**src/hw/rtl/gaussian_lobe_ward_reducer_unit_defines.svh**
```systemverilog
// assertion macros for the gaussian lobe reducer
// expects clk and rst_n in the scope where a macro is used
`ifndef GAUSSIAN_LOBE_WARD_REDUCER_UNIT_DEFINES_SVH
`define GAUSSIAN_LOBE_WARD_REDUCER_UNIT_DEFINES_SVH

// consequent must hold in the same cycle as the antecedent
`define GLW_ASSERT_SAME(lbl, ante, cons, msg) \
  lbl: assert property (@(posedge clk) disable iff (!rst_n) (ante) |-> (cons)) \
    else $error(msg);

// consequent must hold in the cycle after the antecedent
`define GLW_ASSERT_NEXT(lbl, ante, cons, msg) \
  lbl: assert property (@(posedge clk) disable iff (!rst_n) (ante) |=> (cons)) \
    else $error(msg);

`endif

```
**src/hw/rtl/glw_pkg.sv**
```systemverilog
// shared types and constants of the gaussian lobe reducer
// no dependencies
`default_nettype none

package glw_pkg;

  localparam int MAX_LOBES = 4;
  localparam int CAPACITY  = 2 * MAX_LOBES;
  localparam int IDX_W     = (CAPACITY > 1) ? $clog2(CAPACITY) : 1;
  localparam int CNT_W     = $clog2(CAPACITY + 1);
  localparam int TGT_W     = 3;
  localparam logic [TGT_W-1:0] TARGET_RST = 3'd2;

  // restoring divider: quotient always fits 32 bits
  localparam int DIV_STEPS = 32;
  localparam int DIV_CNT_W = $clog2(DIV_STEPS + 1);

  // one stored lobe, all Q16.16
  typedef struct packed {
    logic [31:0] power;
    logic [31:0] mean_x;
    logic [31:0] mean_y;
    logic [31:0] mean_z;
    logic [31:0] spread;
    logic [31:0] low_x;
    logic [31:0] low_y;
    logic [31:0] low_z;
    logic [31:0] high_x;
    logic [31:0] high_y;
    logic [31:0] high_z;
  } lobe_t;

  // divider status seen by the sequencer
  typedef struct packed {
    logic        busy;
    logic [31:0] quotient;
  } div_status_t;

endpackage

`default_nettype wire

```
**src/hw/rtl/glw_divider.sv**
```systemverilog
// iterative restoring divider, one quotient bit per cycle
// depends on glw_pkg; requires dividend[63:32] < divisor
`default_nettype none

module glw_divider (
  input  wire logic          clk,
  input  wire logic          rst_n,
  input  wire logic          start,
  input  wire logic [63:0]   dividend,
  input  wire logic [32:0]   divisor,
  output glw_pkg::div_status_t status
);

  logic [32:0]                   rem_r;
  logic [31:0]                   quo_r;
  logic [glw_pkg::DIV_CNT_W-1:0] step_r;
  logic                          busy_r;
  logic [33:0]                   trial_w;
  logic [33:0]                   diff_w;
  logic                          fits_w;

  // trial subtract of the shifted remainder
  always_comb begin
    trial_w = {rem_r, quo_r[31]};
    diff_w  = trial_w - {1'b0, divisor};
    fits_w  = (trial_w >= {1'b0, divisor});
  end

  // control
  always_ff @(posedge clk) begin
    if (!rst_n) begin
      busy_r <= 1'b0;
      step_r <= '0;
    end else if (start) begin
      busy_r <= 1'b1;
      step_r <= glw_pkg::DIV_CNT_W'(glw_pkg::DIV_STEPS);
    end else if (busy_r) begin
      step_r <= step_r - 1'b1;
      if (step_r == glw_pkg::DIV_CNT_W'(1)) begin
        busy_r <= 1'b0;
      end
    end
  end

  // datapath
  always_ff @(posedge clk) begin
    if (start) begin
      rem_r <= {1'b0, dividend[63:32]};
      quo_r <= dividend[31:0];
    end else if (busy_r) begin
      rem_r <= fits_w ? diff_w[32:0] : trial_w[32:0];
      quo_r <= {quo_r[30:0], fits_w};
    end
  end

  assign status.busy     = busy_r;
  assign status.quotient = quo_r;

endmodule

`default_nettype wire

```
**config.mk**
```make
export PLATFORM = sky130hd
export DESIGN_NAME = glw_divider
export DESIGN_NICKNAME = d
export VERILOG_FILES = /design/src/hw/rtl/gaussian_lobe_ward_reducer_unit_defines.svh /design/src/hw/rtl/glw_pkg.sv /design/src/hw/rtl/glw_divider.sv
export SDC_FILE = /design/constraint.sdc
export NUM_CORES = 1
export LEC_CHECK = 0
export BUFFER_PORTS_ARGS = -buffer_cell sky130_fd_sc_hd__buf_2
export CAP_MARGIN = 10
export CORE_UTILIZATION = 59
export CTS_CLUSTER_SIZE = 10
export DETAILED_ROUTE_END_ITERATION = 7
export GPL_TIMING_DRIVEN = 0
export PLACE_DENSITY = 0.87
export SLEW_MARGIN = 20
export SYNTH_ARGS = -nofsm -noshare
export SYNTH_HDL_FRONTEND = slang
export SYNTH_SLANG_ARGS = --single-unit
```
**constraint.sdc**
```tcl
create_clock -name clk -period 8.06 [get_ports clk]
set_clock_uncertainty 0.15 [all_clocks]
set_input_delay 2.418 -clock clk [delete_from_list [all_inputs] [get_ports clk]]
set_output_delay 2.418 -clock clk [all_outputs]
set_load 0.02 [all_outputs]
```
-- Word-level counts from Yosys, hierarchy flattened
Cells that the tools add are included.
W data, S select, Z words.
- output and inout bits: 33
- bits in registers: 72
- word-level logic and storage cells: 23
- multiplexer cells: 10
- reductions and logical operators: 2
- add/sub/neg operators: 2
- eq/ne operators: 1
- $lt $le $gt $ge: 1
- bitwise logic cells: 1
- operator list (operator ; number):
    $mux W32 ; 4
    $ge A34 B33 Y1 ; 1
    $mux W33 ; 1
    $sub A33 B33 Y33 ; 1
    $mux W6 ; 2
    $eq A6 B1 Y1 const B ; 1
    $sub A6 B1 Y6 const B ; 1
    $mux W1 ; 3
    $reduce_bool A2 Y1 ; 1
    $reduce_or A2 Y1 ; 1
    $not A1 Y1 ; 1

-- Logic depth before layout (Yosys ltp)
- word-level depth: 4
- mapped depth: 16
- mapped depth without buffers: 13

-- Least setup slack after synthesis
No wires, ideal clock.
- kind: input port to flip-flop
- from: input port divisor[0]
- to: register rem_r[10] (data pin)
- slack: 2.236 ns
- arrival: 5.414 ns
- cell stages on the path: 14
- library setup time: 0.260 ns
- cell sequence: ha_1 inv_1 fa_1 a21o_1 a221oi_2 o211ai_1 a221o_1 o21ai_2 o21ai_2 a211o_1 buf_6 buf_6 mux2_4 mux2_2
- cells in the longest elaborated chain, start to end: 4
- ends and longest elaborated chain (item ; RTL line ; source):
    from (decl) ; glw_divider.sv:10 ; input wire logic [32:0] divisor,
    $sub A33 B33 Y33 / $ge A34 B33 Y1 (equally long branches) ; glw_divider.sv:25, glw_divider.sv:26 ;
    $mux W33 (*) ; glw_divider.sv:51 ; rem_r <= fits_w ? diff_w[32:0] : trial_w[32:0];
    $mux W32 (*) ; glw_divider.sv:50 ; end else if (busy_r) begin
    $mux W32 (*) ; glw_divider.sv:47 ; if (start) begin
    to (signal assigned) ; glw_divider.sv:48 ; rem_r <= {1'b0, dividend[63:32]};
    to (signal assigned) ; glw_divider.sv:51 ;
    to (decl) ; glw_divider.sv:14 ; logic [32:0] rem_r;
Mark *: on every way between the ends. The rest lies on a longest branch, timed or not. The select of a mux whose other input is x is not followed.
A chain may end at the register's enable or synchronous reset.

-- Worst setup path in the final report
- from: input port divisor[0]
- to: register quo_r[0] (data pin)
- cells in the longest elaborated chain, start to end: 3
- ends and longest elaborated chain (item ; RTL line ; source):
    $ge A34 B33 Y1 ; glw_divider.sv:26 ; fits_w = (trial_w >= {1'b0, divisor});
    $mux W32 ; glw_divider.sv:50 ;
    $mux W32 ; glw_divider.sv:47 ;
    to (signal assigned) ; glw_divider.sv:49 ; quo_r <= dividend[31:0];
    to (signal assigned) ; glw_divider.sv:52 ; quo_r <= {quo_r[30:0], fits_w};
    to (decl) ; glw_divider.sv:15 ; logic [31:0] quo_r;
No other way between the ends. The select of a mux whose other input is x is not followed.

==> flow_summary.json <==
{
  "outcome": "finished, violations left",
  "failed_checks": "design-rule violations",
  "diodes": 0,
  "synth.avg_cell_area_um2": 10.2,
  "place.gp.congestion": 0.963,
  "worst-path-buf-inv": 5,
  "clock-sinks": 72,
  "cts_tree": "yes",
  "rows": 34,
  "ant_nets": 0,
  "setup_tns_ns": 0,
  "portBuffers": 131,
  "drcViolationCount": 12,
  "relSlewSlack_pct": 45.8,
  "clk_latency_ns": 0.35,
  "critPathKind": "input port to flip-flop",
  "drive_gt1_share_pct": 32.9,
  "dpl.cell_count": 770,
  "crit_family": "compound AO/OA/AOI/OAI gates",
  "ioPinCount": 133,
  "rsz0062_at_grt": "false",
  "ys_seq_area_share_pct": 38.4,
  "overflow": 0,
  "postCtsHoldBufs": 0,
  "setup_violations": 0,
  "final_common_cell": "buf_2",
  "via_per_inst": 5.88,
  "place_ws_ns": 1.71,
  "syn_to_final_growth_pct": 19.1,
  "antenna_found_initial": 0,
  "drt-initial-drc-count": 281,
  "cpPeakStageDelay_ns": 0.44,
  "setup_ws_ns": 2.07,
  "ys_ff_latch": 72,
  "synth_edf_count": 64,
  "core_area_um2": 8810,
  "grt_max_degree": 56,
  "routed_wirelength_um": 13600,
  "fp.dieH_um": 97.8,
  "route.vias.total": 4622,
  "fin_crit_ns": 5.99,
  "critPathLaunchType": "input port",
  "max-vdd-ir-drop_v": 0.000151,
  "fmax_mhz": 167,
  "cellPowerDensity_nw_per_um2": 269,
  "synth_area_um2": 5420,
  "synth_warnings": 0,
  "wl_per_cell_um": 17.3,
  "gr-usage-all-layers_pct": 29.5,
  "arrival_ns": 5.96,
  "cts_buffer_depth": 2,
  "syn_inst": 530,
  "fin_nets": 809,
  "hold_viol": 0,
  "dieArea_um2": 9570,
  "final-seq-area_um2": 2080,
  "path_cells": "buf_2, ha_1, inv_1, fa_1, a21o_1, a221oi_2, o211ai_1, a221o_1, o21ai_2, o21ai_2, a211o_1, buf_6, buf_6, clkbuf_1, mux2_2",
  "report.final.slew_viol_count": 0,
  "grt_pass1_wl_um": 22000,
  "leakagePower_nw": 2.92,
  "end_kind": "flip-flop",
  "worst_pin_slew_ns": 0.813,
  "layout_common_cells": "132 x buf_2, 64 x edfxtp_1, 52 x mux2_2",
  "hpwlAfterDp_um": 10300,
  "clkTransAtPathRegs_ns": 0.09,
  "synth_nets": 666,
  "final_cells": 786,
  "synth.distinct_cells": 55,
  "cap_violations": 0,
  "critical_path_required_ns": 8.02,
  "cp_slowest_cell": "a221oi_2",
  "cts_setup_buffers": 0,
  "cts-root-buf": "clkbuf_8",
  "initial_core_util_pct": 61.5,
  "cp_max_fo": 10,
  "ys.flop_type": "edfxtp_1",
  "grt_pass1_vias": 4688,
  "cts_inserted_buffers": 9,
  "nFillCells": 650,
  "synthArstFlopShare_pct": 0,
  "dieWidth_um": 97.8,
  "drt_first_pass_iters": 7,
  "post_cts_resized": 0,
  "htree_levels": 3,
  "min_path_type": "flip-flop to flip-flop",
  "period_share_pct": 74.3,
  "multiInputGateArea_um2": 3040
}
==> report_power, final <==
part | internal [mW] | switching, mW
Combinational | 0.413 | 0.468
Clock | 0.149 | 0.163
Sequential | 0.499 | 0.0415
==> cells by family (layout without fill, tap and decap cells) <==
group | after synthesis | after routing | synth area share, %
compound gates | 136 | 136 | 16.9
simple gates | 113 | 113 | 10.6
flops | 72 | 72 | 38.4
buf+inv | 72 | 220 | 5.50
mux | 70 | 70 | 15.2
fa+ha+maj | 36 | 36 | 8.45
xor+xnor | 31 | 31 | 5.01
==> metal layers <==
metal | track usage, % | wire [um] | vias up
met2 | 50.4 | 6440 | 235
met3 | 5.23 | 1090 | 27
met5 | 0 | 0 | -
li1 | - | - | 2239
met1 | 37.0 | 5740 | 2121
met4 | 12.6 | 336 | 0
==> worst reg2reg max path, stage by stage (launching register included) <==
cell,delay (ns)
edfxtp_1,0.40
inv_1,0.11
ha_1,0.16
inv_1,0.06
fa_1,0.41
a21o_1,0.23
a221oi_2,0.44
o211ai_1,0.13
a221o_1,0.38
o21ai_2,0.24
o21ai_2,0.13
a211o_1,0.34
buf_6,0.15
buf_6,0.16
clkbuf_1,0.30
mux2_2,0.36
==> sequential cells by signal, summed over array words and instances, names as in the netlist <==
signal	cells
busy_r	1
quo_r	32
rem_r	33
step_r	6
==> stage by stage <==
stage               hold slack, ns  instance area (um^2)  total power [mW]  utilization [%]
floorplan                    0.314                  5420              1.21                -
global route                 0.386                  6450              1.83             73.2
CTS                          0.351                  6450              1.72             73.2
finish                       0.354                  6450              1.73             73.2
detailed placement           0.339                  6240              1.41             70.8
global placement             0.326                  6210              1.38             70.5
==> cell usage after synthesis, types with 5 or more instances <==
library cell / number / area [um^2]
a21o_1: 26 / 195
a21oi_1: 42 / 210
a221o_1: 5 / 50.1
and3_1: 5 / 31.3
clkbuf_1: 21 / 78.8
dfxtp_1: 8 / 160
edfxtp_1: 64 / 1920
ha_1: 35 / 438
inv_1: 44 / 165
mux2_2: 52 / 586
mux2_4: 11 / 165
mux2i_1: 7 / 70.1
nand2_1: 29 / 109
nand3_1: 15 / 75.1
nor2_1: 21 / 78.8
nor2b_1: 10 / 62.6
nor3_1: 5 / 25.0
nor4_1: 5 / 31.3
o21a_1: 5 / 37.5
o21ai_0: 16 / 80.1
o21bai_1: 6 / 45.0
xnor2_1: 22 / 193
xor2_1: 9 / 78.8
==> area by class of cell <==
type	instances	share of cell area (%)
Inverter	44	2.60
Timing Repair Buffer	132	10.6
Clock inverter	7	1.36
Tap cell	108	2.10
Sequential cell	72	32.3
Buffer	28	2.06
Clock buffer	9	1.92
Multi-Input combinational cell	386	47.1
==> final timing paths <==
path                                        startpoint                endpoint  slack, ns  cells after the start
worst max-delay path                        divisor[0]      quo_r[0]$_DFFE_PP_       2.07                     15
worst min-delay path            step_r[0]$_SDFFE_PP0P_  step_r[0]$_SDFFE_PP0P_       0.35                      2
worst min register to register  step_r[0]$_SDFFE_PP0P_  step_r[0]$_SDFFE_PP0P_       0.35                      2
worst max register to register     quo_r[31]$_DFFE_PP_      quo_r[0]$_DFFE_PP_       3.69                     15
Power figures use the tool's default switching activity.
